[src/hdl/mcrc_pkg.sv]
// Shared constants and types for the motor command ramp controller.
`default_nettype none

package mcrc_pkg;

    // Field widths
    localparam int DIR_W    = 3;
    localparam int DUTY_W   = 7;
    localparam int SPEED_W  = 8;
    localparam int CUE_W    = 2;
    localparam int PERIOD_W = 10;
    localparam int TICKS_W  = 16;
    localparam int CFG_A_W  = 3;
    localparam int CFG_D_W  = 16;
    localparam int S_DATA_W = 16;
    localparam int M_DATA_W = 16;

    // Bridge direction codes
    localparam logic [DIR_W-1:0] DIR_FORWARD  = 3'd0;
    localparam logic [DIR_W-1:0] DIR_BACKWARD = 3'd1;
    localparam logic [DIR_W-1:0] DIR_LEFT     = 3'd2;
    localparam logic [DIR_W-1:0] DIR_RIGHT    = 3'd3;
    localparam logic [DIR_W-1:0] DIR_STOP     = 3'd4;
    localparam logic [DIR_W-1:0] DIR_BRAKE    = 3'd5;

    // Buzzer cue codes
    localparam logic [CUE_W-1:0] CUE_NONE   = 2'd0;
    localparam logic [CUE_W-1:0] CUE_MOVING = 2'd1;
    localparam logic [CUE_W-1:0] CUE_HALTED = 2'd2;

    // Request kind carried on tuser
    localparam logic FUNC_CMD  = 1'b0;
    localparam logic FUNC_TICK = 1'b1;

    localparam logic [DUTY_W-1:0] FULL_DUTY = 7'd100;
    localparam logic [PERIOD_W-1:0] MAX_PERIOD = 10'd1000;

    // Configuration register indexes
    localparam logic [CFG_A_W-1:0] REG_RAMP_STEP    = 3'd0;
    localparam logic [CFG_A_W-1:0] REG_RAMP_PERIOD  = 3'd1;
    localparam logic [CFG_A_W-1:0] REG_DEFAULT_DUTY = 3'd2;
    localparam logic [CFG_A_W-1:0] REG_PIVOT_DUTY   = 3'd3;
    localparam logic [CFG_A_W-1:0] REG_PIVOT_TICKS  = 3'd4;
    localparam logic [CFG_A_W-1:0] REG_DRIVE_TICKS  = 3'd5;

    // Command request payload, lowest field last
    typedef struct packed {
        logic [3:0]               pad;
        logic                     pivot;
        logic signed [SPEED_W-1:0] speed;
        logic [DIR_W-1:0]         direction;
    } t_cmd;

    // Result payload, lowest field last
    typedef struct packed {
        logic [1:0]        pad;
        logic              timed_busy;
        logic              rejected;
        logic [CUE_W-1:0]  cue;
        logic [DUTY_W-1:0] enable_duty;
        logic [DIR_W-1:0]  drive_direction;
    } t_result;

endpackage

`default_nettype wire

[src/hdl/motor_command_ramp_controller.sv]
// Motor command ramp controller: duty slew limiter with timed direct-drive moves.
// A request passes through the input register and then the result register.
// Throughput: one request per cycle unless the result side stalls; the state update is
// one pass of compares and adds between the input register and the result register.
// Reset (synchronous, active low): both stages empty, duties zero, direction STOP,
// counters zero, configuration registers back to their defaults.
`default_nettype none

module motor_command_ramp_controller (
    input  wire logic        i_clk,
    input  wire logic        i_rst_n,
    // Configuration write port
    input  wire logic        i_cfg_we,
    input  wire logic [2:0]  i_cfg_addr,
    input  wire logic [15:0] i_cfg_data,
    // Request stream
    input  wire logic        s_axis_tvalid,
    output logic             s_axis_tready,
    input  wire logic [15:0] s_axis_tdata,  // direction[2:0], speed[10:3], pivot[11], zero
    input  wire logic [0:0]  s_axis_tuser,  // func[0]
    // Result stream
    output logic             m_axis_tvalid,
    input  wire logic        m_axis_tready,
    output logic [15:0]      m_axis_tdata   // drive_direction[2:0], enable_duty[9:3],
                                            // cue[11:10], rejected[12], timed_busy[13], zero
);

    // Configuration registers
    logic [6:0]  r_ramp_step;
    logic [9:0]  r_ramp_period;
    logic [6:0]  r_default_duty;
    logic [6:0]  r_pivot_duty;
    logic [15:0] r_pivot_ticks;
    logic [15:0] r_drive_ticks;

    // Pipeline registers
    logic                 r_in_valid;
    mcrc_pkg::t_cmd       r_in_cmd;
    logic                 r_in_func;
    logic                 r_out_valid;
    mcrc_pkg::t_result    r_out;

    // Controller state
    logic [6:0]  r_target_duty, n_target_duty;
    logic [6:0]  r_live_duty, n_live_duty;
    logic [2:0]  r_active_dir, n_active_dir;
    logic [2:0]  r_last_dir, n_last_dir;
    logic [9:0]  r_ramp_cnt, n_ramp_cnt;
    logic [15:0] r_ticks_left, n_ticks_left;
    logic        r_timed, n_timed;
    mcrc_pkg::t_result n_out;

    logic advance;

    // Saturated configuration values
    logic [6:0]  step_c, default_c, pivot_c;
    logic [9:0]  period_c;
    logic [15:0] pivot_ticks_c, drive_ticks_c;

    assign step_c   = (r_ramp_step == 7'd0) ? 7'd1 :
                      (r_ramp_step > mcrc_pkg::FULL_DUTY) ? mcrc_pkg::FULL_DUTY : r_ramp_step;
    assign period_c = (r_ramp_period == 10'd0) ? 10'd1 :
                      (r_ramp_period > mcrc_pkg::MAX_PERIOD) ? mcrc_pkg::MAX_PERIOD
                                                             : r_ramp_period;
    assign default_c = (r_default_duty > mcrc_pkg::FULL_DUTY) ? mcrc_pkg::FULL_DUTY
                                                              : r_default_duty;
    assign pivot_c   = (r_pivot_duty > mcrc_pkg::FULL_DUTY) ? mcrc_pkg::FULL_DUTY
                                                            : r_pivot_duty;
    assign pivot_ticks_c = (r_pivot_ticks == 16'd0) ? 16'd1 : r_pivot_ticks;
    assign drive_ticks_c = (r_drive_ticks == 16'd0) ? 16'd1 : r_drive_ticks;

    // Handshake: the input stage moves on whenever the result register is free
    assign advance       = r_in_valid && (!r_out_valid || m_axis_tready);
    assign s_axis_tready = !r_in_valid || advance;
    assign m_axis_tvalid = r_out_valid;
    assign m_axis_tdata  = r_out;

    // Configuration writes
    always_ff @(posedge i_clk) begin
        if (!i_rst_n) begin
            r_ramp_step    <= 7'd5;
            r_ramp_period  <= 10'd20;
            r_default_duty <= 7'd70;
            r_pivot_duty   <= 7'd60;
            r_pivot_ticks  <= 16'd500;
            r_drive_ticks  <= 16'd1000;
        end else if (i_cfg_we) begin
            case (i_cfg_addr)
                mcrc_pkg::REG_RAMP_STEP:    r_ramp_step    <= i_cfg_data[6:0];
                mcrc_pkg::REG_RAMP_PERIOD:  r_ramp_period  <= i_cfg_data[9:0];
                mcrc_pkg::REG_DEFAULT_DUTY: r_default_duty <= i_cfg_data[6:0];
                mcrc_pkg::REG_PIVOT_DUTY:   r_pivot_duty   <= i_cfg_data[6:0];
                mcrc_pkg::REG_PIVOT_TICKS:  r_pivot_ticks  <= i_cfg_data;
                mcrc_pkg::REG_DRIVE_TICKS:  r_drive_ticks  <= i_cfg_data;
                default: ;
            endcase
        end
    end

    // Next state and result for the request in the input register
    always_comb begin
        logic [9:0] cnt_inc;
        logic [7:0] up_sum;
        logic [7:0] down_lim;
        logic [6:0] cmd_duty;
        logic       changed;
        logic       timed_cmd;
        logic [1:0] cue;
        logic       rej;

        n_target_duty = r_target_duty;
        n_live_duty   = r_live_duty;
        n_active_dir  = r_active_dir;
        n_last_dir    = r_last_dir;
        n_ramp_cnt    = r_ramp_cnt;
        n_ticks_left  = r_ticks_left;
        n_timed       = r_timed;
        cue           = mcrc_pkg::CUE_NONE;
        rej           = 1'b0;
        cnt_inc       = r_ramp_cnt + 10'd1;
        up_sum        = {1'b0, r_live_duty} + {1'b0, step_c};
        down_lim      = {1'b0, r_target_duty} + {1'b0, step_c};
        changed       = (r_in_cmd.direction != r_last_dir);
        timed_cmd     = 1'b0;
        cmd_duty      = 7'd0;

        if (r_in_func == mcrc_pkg::FUNC_TICK) begin
            // Timed move countdown
            if (r_timed) begin
                n_ticks_left = r_ticks_left - ((r_ticks_left != 16'd0) ? 16'd1 : 16'd0);
                if (n_ticks_left == 16'd0) begin
                    n_timed       = 1'b0;
                    n_active_dir  = mcrc_pkg::DIR_STOP;
                    n_target_duty = 7'd0;
                    n_live_duty   = 7'd0;
                    n_last_dir    = mcrc_pkg::DIR_STOP;
                end
            end
            // Ramp period and slew
            if (cnt_inc >= period_c) begin
                n_ramp_cnt = 10'd0;
                if (!n_timed) begin
                    if (n_live_duty < n_target_duty) begin
                        n_live_duty = (up_sum > {1'b0, n_target_duty}) ? n_target_duty
                                                                      : up_sum[6:0];
                    end else if (n_live_duty > n_target_duty) begin
                        n_live_duty = ({1'b0, n_live_duty} < down_lim) ? n_target_duty
                                                                      : n_live_duty - step_c;
                    end
                end
            end else begin
                n_ramp_cnt = cnt_inc;
            end
        end else if (r_timed) begin
            rej = 1'b1;
        end else if (r_in_cmd.direction <= mcrc_pkg::DIR_BRAKE) begin
            // Timed pivot or run loads the duty directly
            if ((r_in_cmd.direction == mcrc_pkg::DIR_LEFT ||
                 r_in_cmd.direction == mcrc_pkg::DIR_RIGHT) && r_in_cmd.pivot) begin
                timed_cmd    = 1'b1;
                cmd_duty     = pivot_c;
                n_ticks_left = pivot_ticks_c;
            end else if (r_in_cmd.direction == mcrc_pkg::DIR_FORWARD ||
                         r_in_cmd.direction == mcrc_pkg::DIR_BACKWARD) begin
                timed_cmd    = 1'b1;
                cmd_duty     = mcrc_pkg::FULL_DUTY;
                n_ticks_left = drive_ticks_c;
            end
            if (timed_cmd) begin
                n_active_dir  = r_in_cmd.direction;
                n_target_duty = cmd_duty;
                n_live_duty   = cmd_duty;
                n_timed       = 1'b1;
                n_last_dir    = mcrc_pkg::DIR_STOP;
                cue           = changed ? mcrc_pkg::CUE_MOVING : mcrc_pkg::CUE_NONE;
            end else begin
                // Ramped command: new target only
                if (r_in_cmd.direction == mcrc_pkg::DIR_STOP ||
                    r_in_cmd.direction == mcrc_pkg::DIR_BRAKE) begin
                    n_target_duty = 7'd0;
                end else if (r_in_cmd.speed[7]) begin
                    n_target_duty = default_c;
                end else begin
                    n_target_duty = (r_in_cmd.speed[6:0] > mcrc_pkg::FULL_DUTY)
                                    ? mcrc_pkg::FULL_DUTY : r_in_cmd.speed[6:0];
                end
                n_active_dir = r_in_cmd.direction;
                n_last_dir   = r_in_cmd.direction;
                if (changed) begin
                    cue = (r_in_cmd.direction == mcrc_pkg::DIR_STOP ||
                           r_in_cmd.direction == mcrc_pkg::DIR_BRAKE)
                          ? mcrc_pkg::CUE_HALTED : mcrc_pkg::CUE_MOVING;
                end
            end
        end

        // Result from the updated state; braking at rest holds the enable high
        n_out.pad             = 2'b00;
        n_out.timed_busy      = n_timed;
        n_out.rejected        = rej;
        n_out.cue             = cue;
        n_out.enable_duty     = (n_active_dir == mcrc_pkg::DIR_BRAKE && n_live_duty == 7'd0)
                                ? mcrc_pkg::FULL_DUTY : n_live_duty;
        n_out.drive_direction = n_active_dir;
    end

    // Input register
    always_ff @(posedge i_clk) begin
        if (!i_rst_n) begin
            r_in_valid <= 1'b0;
        end else if (s_axis_tready) begin
            r_in_valid <= s_axis_tvalid;
        end
        if (s_axis_tready && s_axis_tvalid) begin
            r_in_cmd  <= s_axis_tdata;
            r_in_func <= s_axis_tuser[0];
        end
    end

    // Result register
    always_ff @(posedge i_clk) begin
        if (!i_rst_n) begin
            r_out_valid <= 1'b0;
        end else if (advance) begin
            r_out_valid <= 1'b1;
        end else if (m_axis_tready) begin
            r_out_valid <= 1'b0;
        end
        if (advance) begin
            r_out <= n_out;
        end
    end

    // Controller state
    always_ff @(posedge i_clk) begin
        if (!i_rst_n) begin
            r_target_duty <= 7'd0;
            r_live_duty   <= 7'd0;
            r_active_dir  <= mcrc_pkg::DIR_STOP;
            r_last_dir    <= mcrc_pkg::DIR_STOP;
            r_ramp_cnt    <= 10'd0;
            r_ticks_left  <= 16'd0;
            r_timed       <= 1'b0;
        end else if (advance) begin
            r_target_duty <= n_target_duty;
            r_live_duty   <= n_live_duty;
            r_active_dir  <= n_active_dir;
            r_last_dir    <= n_last_dir;
            r_ramp_cnt    <= n_ramp_cnt;
            r_ticks_left  <= n_ticks_left;
            r_timed       <= n_timed;
        end
    end

endmodule

`default_nettype wire

[config.mk]
export PLATFORM = sky130hd
export DESIGN_NAME = motor_command_ramp_controller
export DESIGN_NICKNAME = d
export VERILOG_FILES = /design/src/hdl/mcrc_pkg.sv /design/src/hdl/motor_command_ramp_controller.sv
export SDC_FILE = /design/constraint.sdc
export NUM_CORES = 1
export LEC_CHECK = 0
export ABC_AREA = 1
export BUFFER_PORTS_ARGS = -buffer_cell sky130_fd_sc_hd__buf_2
export CAP_MARGIN = 20
export CORE_UTILIZATION = 55
export CTS_CLUSTER_DIAMETER = 200
export DETAILED_ROUTE_END_ITERATION = 10
export PLACE_DENSITY = 0.77
export SETUP_SLACK_MARGIN = 0.05
export SLEW_MARGIN = 20
export SYNTH_ARGS = -nofsm -noshare
export SYNTH_HDL_FRONTEND = slang
export SYNTH_SLANG_ARGS = --single-unit
[constraint.sdc]
create_clock -name i_clk -period 4.7 [get_ports i_clk]
set_input_delay 0.94 -clock i_clk [delete_from_list [all_inputs] [get_ports i_clk]]
set_output_delay 0.94 -clock i_clk [all_outputs]
set_load 0.01 [all_outputs]
==> impl_results.md <==
* Part of the total power dissipated in combinational logic at 27.6%
* Failing checks: negative setup slack
* Proportion of power drawn by flip-flops and latches at 37.3%
* Slack of the worst reg-to-reg path at -0.03 ns
* # setup viols final at 3
* Total of warnings raised by yosys at 0
* Final Routed Wirelength at 24500 microns
* Combinational family with the most area after synthesis: simple AND/OR/NAND/NOR gates
* Share of post-route cells with drive strength above 1 at 18.2%
* Power density over the cells at ~340 nW/um^2
* Count of buffer and inverter cells on the critical path at 4
* Max-Cap Viols at 0
* Kind of launch point of the worst setup path: flop
* Share of synthesized registers carrying an async set or reset at 0%
* Number of routed nets with antenna violations at 0
* FF+latch count, synth at about 140
* CP top delay family: simple AND/OR/NAND/NOR gates
* Synthesized-area fraction occupied by ao, oa, aoi and oai cells at 18.8%
* Deepest clock path buffer count at 2
* Initial core utilization at 56.3%
* I/O pin count at slightly below 60
* Worst-case headroom to the max-slew limit at 37.6%
* Vertical die dimension at 127 microns
* EDFF count, synth at 27
* CTS Sinks at 139
* Area share of the leading cell type in the synthesized netlist at 26.3%
* Setup clock skew after layout at 0.00904 ns
* Cell type with the largest total area after synthesis: dfxtp_1
* Required time reported for the critical path endpoint at 4.99 ns
* First-pass GRT wire length at 39000 microns
* Via count at 8618
* CP Class: flop to flop
* Vias/cell at approximately 5.7
* Crit Path Max Fanout at 10
* Critical Path AT at roughly 5 ns
* H-tree level count at 4
* Smallest setup slack after layout at -0.0283 ns
* Switching power of the nets at 1150 uW
* Max Clock Freq at approximately 0.21 GHz
* Routed length per instance at 16.1 microns
* Global Route Usage Sum at 31.2%
* Share of synthesized area spent on multiplexers at 0%
* Vias in the first global route at about 8000
* Period utilisation layout at 101%
* Cell with the largest stage delay on the worst path: dfxtp_4
* Critical path capture point type: flop
* # port buffers at 52
* Count of unique library cells instantiated by Yosys at 50
* Summed instance area of the synthesized netlist at 8530 sq um
* Remaining global-route overflow at 0
* Clock insertion delay at the later pin of the skew report at 0.42 ns
* Switching Share at 32.7%
* Antenna violations before repair at 0
* Hold Fails Final Rpt at 0
* Total Power at 3530 uW
* Detailed Place HPWL at 17600 microns
* Internal power at 2380 uW
* Slowest Stage Delay on Critical Path at ~0.35 ns
* Slew at the pin closest to its max-slew limit at 0.933 ns
* Portion of total power attributed to the clock network at a little over a third
* Post-Synthesis Cells at 1204
* Iter 0 DRT Violations at approximately 760
* Cell leakage power at 0.00488 uW
* Number of antenna repair diodes at 0
* Pin count of the biggest net entering global routing at 44
* Cell Rows at 45
* Clock-pin slew on the worst setup and hold paths at 0.06 ns
* Top cells by area, synth: dfxtp_1 (26%), nand2_1 (11%), edfxtp_1 (9.5%)
* RSZ-0062 raised after global routing: yes
* TritonCTS buffer count at 17
* Synthesized-area fraction occupied by adder cells at 8.48%
* Layout overhead on the synthesized area at 20.2%
* Average cell area after synthesis at 7.08 sq um
* Class of the worst hold path: flop to flop
* GPL Wtd Cong at 0.965
* Placeable core region at 15100 sq um
* Final max-slew violation count at 0
* DIE AREA at 16000 sq um
* Peak supply drop at between 0.2 and 0.3 mV
* CTS tree: built
* Simple-Gate Fraction of Synth Area at between 20% and 30%
* DR DRC count at 0
* Most used flip-flop cell after synthesis: dfxtp_1
* Cell type with the highest occurrence count on the critical path: nand2_1
* Root buffer selected by CTS: clkbuf_16
* Post-route minimum period at 4.73 ns
* Net count reported at finish at 1417
* Initial DRT Pass Iterations at 8
* Proportion of synthesized chip area in sequential cells at 35.8%
* Filler instances at between 1000 and 1500
* Die Span X at 127 microns
* Status: finished with violations
* Synth Area in XOR/XNOR at under 10%
* Final standard cell utilization of the core at 67.7%
[power by group through the flow]
stage                     clock network [uW]  logic [uW]  registers [uW]
after CTS                               1240         921            1320
final                                   1240         976            1320
after detailed placement                   0         883            1340
after global placement                     0         870            1340
after global routing                    1290        1090            1320
after floorplan                            0         604            1330
[registers in the layout, summed over array words and instances (netlist names), 10 cells and up]
register       cells
r_ticks_left      16
r_ramp_cnt        10
r_in_cmd          12
m_axis_tdata      14
r_ramp_period     10
r_pivot_ticks     16
r_drive_ticks     16
[metrics by stage]
stage / area, sq um / setup TNS, ns / instances / worst slack, ns / hold slack [ns]
floorplan: 8530 / 0 / 1205 / 0.191 / 0.439
global placement: 9370 / -0.465 / 1473 / -0.0908 / 0.457
detailed placement: 9370 / -1.99 / 1473 / -0.239 / 0.460
CTS: 10100 / -0.193 / 1514 / -0.0710 / 0.469
global route: 10200 / -3.03 / 1520 / -0.347 / 0.488
finish: 10200 / -0.0619 / 1520 / -0.0283 / 0.473
[cell usage in the layout, fill, tap and decap left out, types with 4 or more instances in the layout]
| master | count |
|---|---|
| nor3_1 | 5 |
| nor4_1 | 10 |
| o21ai_1 | 9 |
| clkinv_1 | 5 |
| nor2_1 | 128 |
| buf_2 | 52 |
| a31oi_1 | 6 |
| nand2_2 | 14 |
| ha_4 | 4 |
| nand3_2 | 6 |
| a22oi_1 | 12 |
| nand2_1 | 234 |
| a21oi_1 | 111 |
| clkinv_2 | 4 |
| nand4_1 | 14 |
| o22ai_1 | 6 |
| nand2_4 | 4 |
| inv_2 | 10 |
| inv_1 | 142 |
| a221oi_1 | 11 |
| nor2_4 | 6 |
| ha_1 | 48 |
| nand3_1 | 61 |
| buf_4 | 82 |
| dfxtp_1 | 109 |
| o31ai_1 | 7 |
| xnor2_1 | 8 |
| clkbuf_16 | 17 |
| o211ai_1 | 9 |
| edfxtp_1 | 27 |
| o21ai_0 | 91 |
| nor2_2 | 11 |
| xor2_1 | 14 |
[synthesized netlist by cell type, types with 14 or more instances]
cell,instances
nand2_1,240
inv_1,148
nor2_1,135
a21oi_1,114
dfxtp_1,112
o21ai_0,96
nand3_1,64
ha_1,53
clkbuf_1,32
edfxtp_1,27
nand4_1,14
xor2_1,14
[per-layer routing]
metal	wire (microns)	share of wire [%]	track usage, %	vias to the layer above
li1	-	-	-	4261
met1	10400	42	37.7	3972
met2	11800	48	52.8	313
met3	1490	6.1	6.58	72
met4	863	3.5	15.0	0
met5	0	0	0	-
[worst paths after layout]
path,to,start,depth (start not counted)
worst max register to register,m_axis_tdata[8],r_ticks_left[8],34
worst max-delay path,m_axis_tdata[8],r_ticks_left[8],34
worst min-delay path,r_pivot_duty[0],r_pivot_duty[0],2
worst min register to register,r_pivot_duty[0],r_pivot_duty[0],2
[layout make-up]
class | count | area [sq um] | area share [%]
Clock buffer | 21 | 470 | 4.59
Clock inverter | 10 | 67.6 | 0.659
Multi-Input combinational cell | 868 | 4920 | 48.1
Tap cell | 188 | 235 | 2.30
Timing Repair Buffer | 135 | 887 | 8.66
Sequential cell | 139 | 3060 | 29.9
Inverter | 159 | 603 | 5.89
[repair_timing]
action / in CTS / in global routing
pin swaps: 18 / 29
endpoints found under the hold margin: 0 / 0
resized for setup: 28 / 32
hold buffers: 0 / 0
endpoints found under the setup margin: 14 / 17
setup buffers: 10 / 6
[worst register-to-register path: cells and delay by family (launching register included)]
kind                     cells  cell delay [ns]
AND/OR/NAND/NOR             23             2.33
adder cells (fa/ha/maj)      3             0.76
AO/OA/AOI/OAI                4             0.60
buffers and inverters        4             0.57
flip-flops                   1             0.35
[kinds of logic (layout without fill, tap and decap cells)]
kind of cell	count (synthesis)	after routing
fa+ha+maj	56	56
flops	139	139
simple gates	504	504
xor+xnor	22	22
compound gates	284	284
other cells	1	2
buf+inv	198	325
No activity file was read; power rests on OpenSTA's default activity.
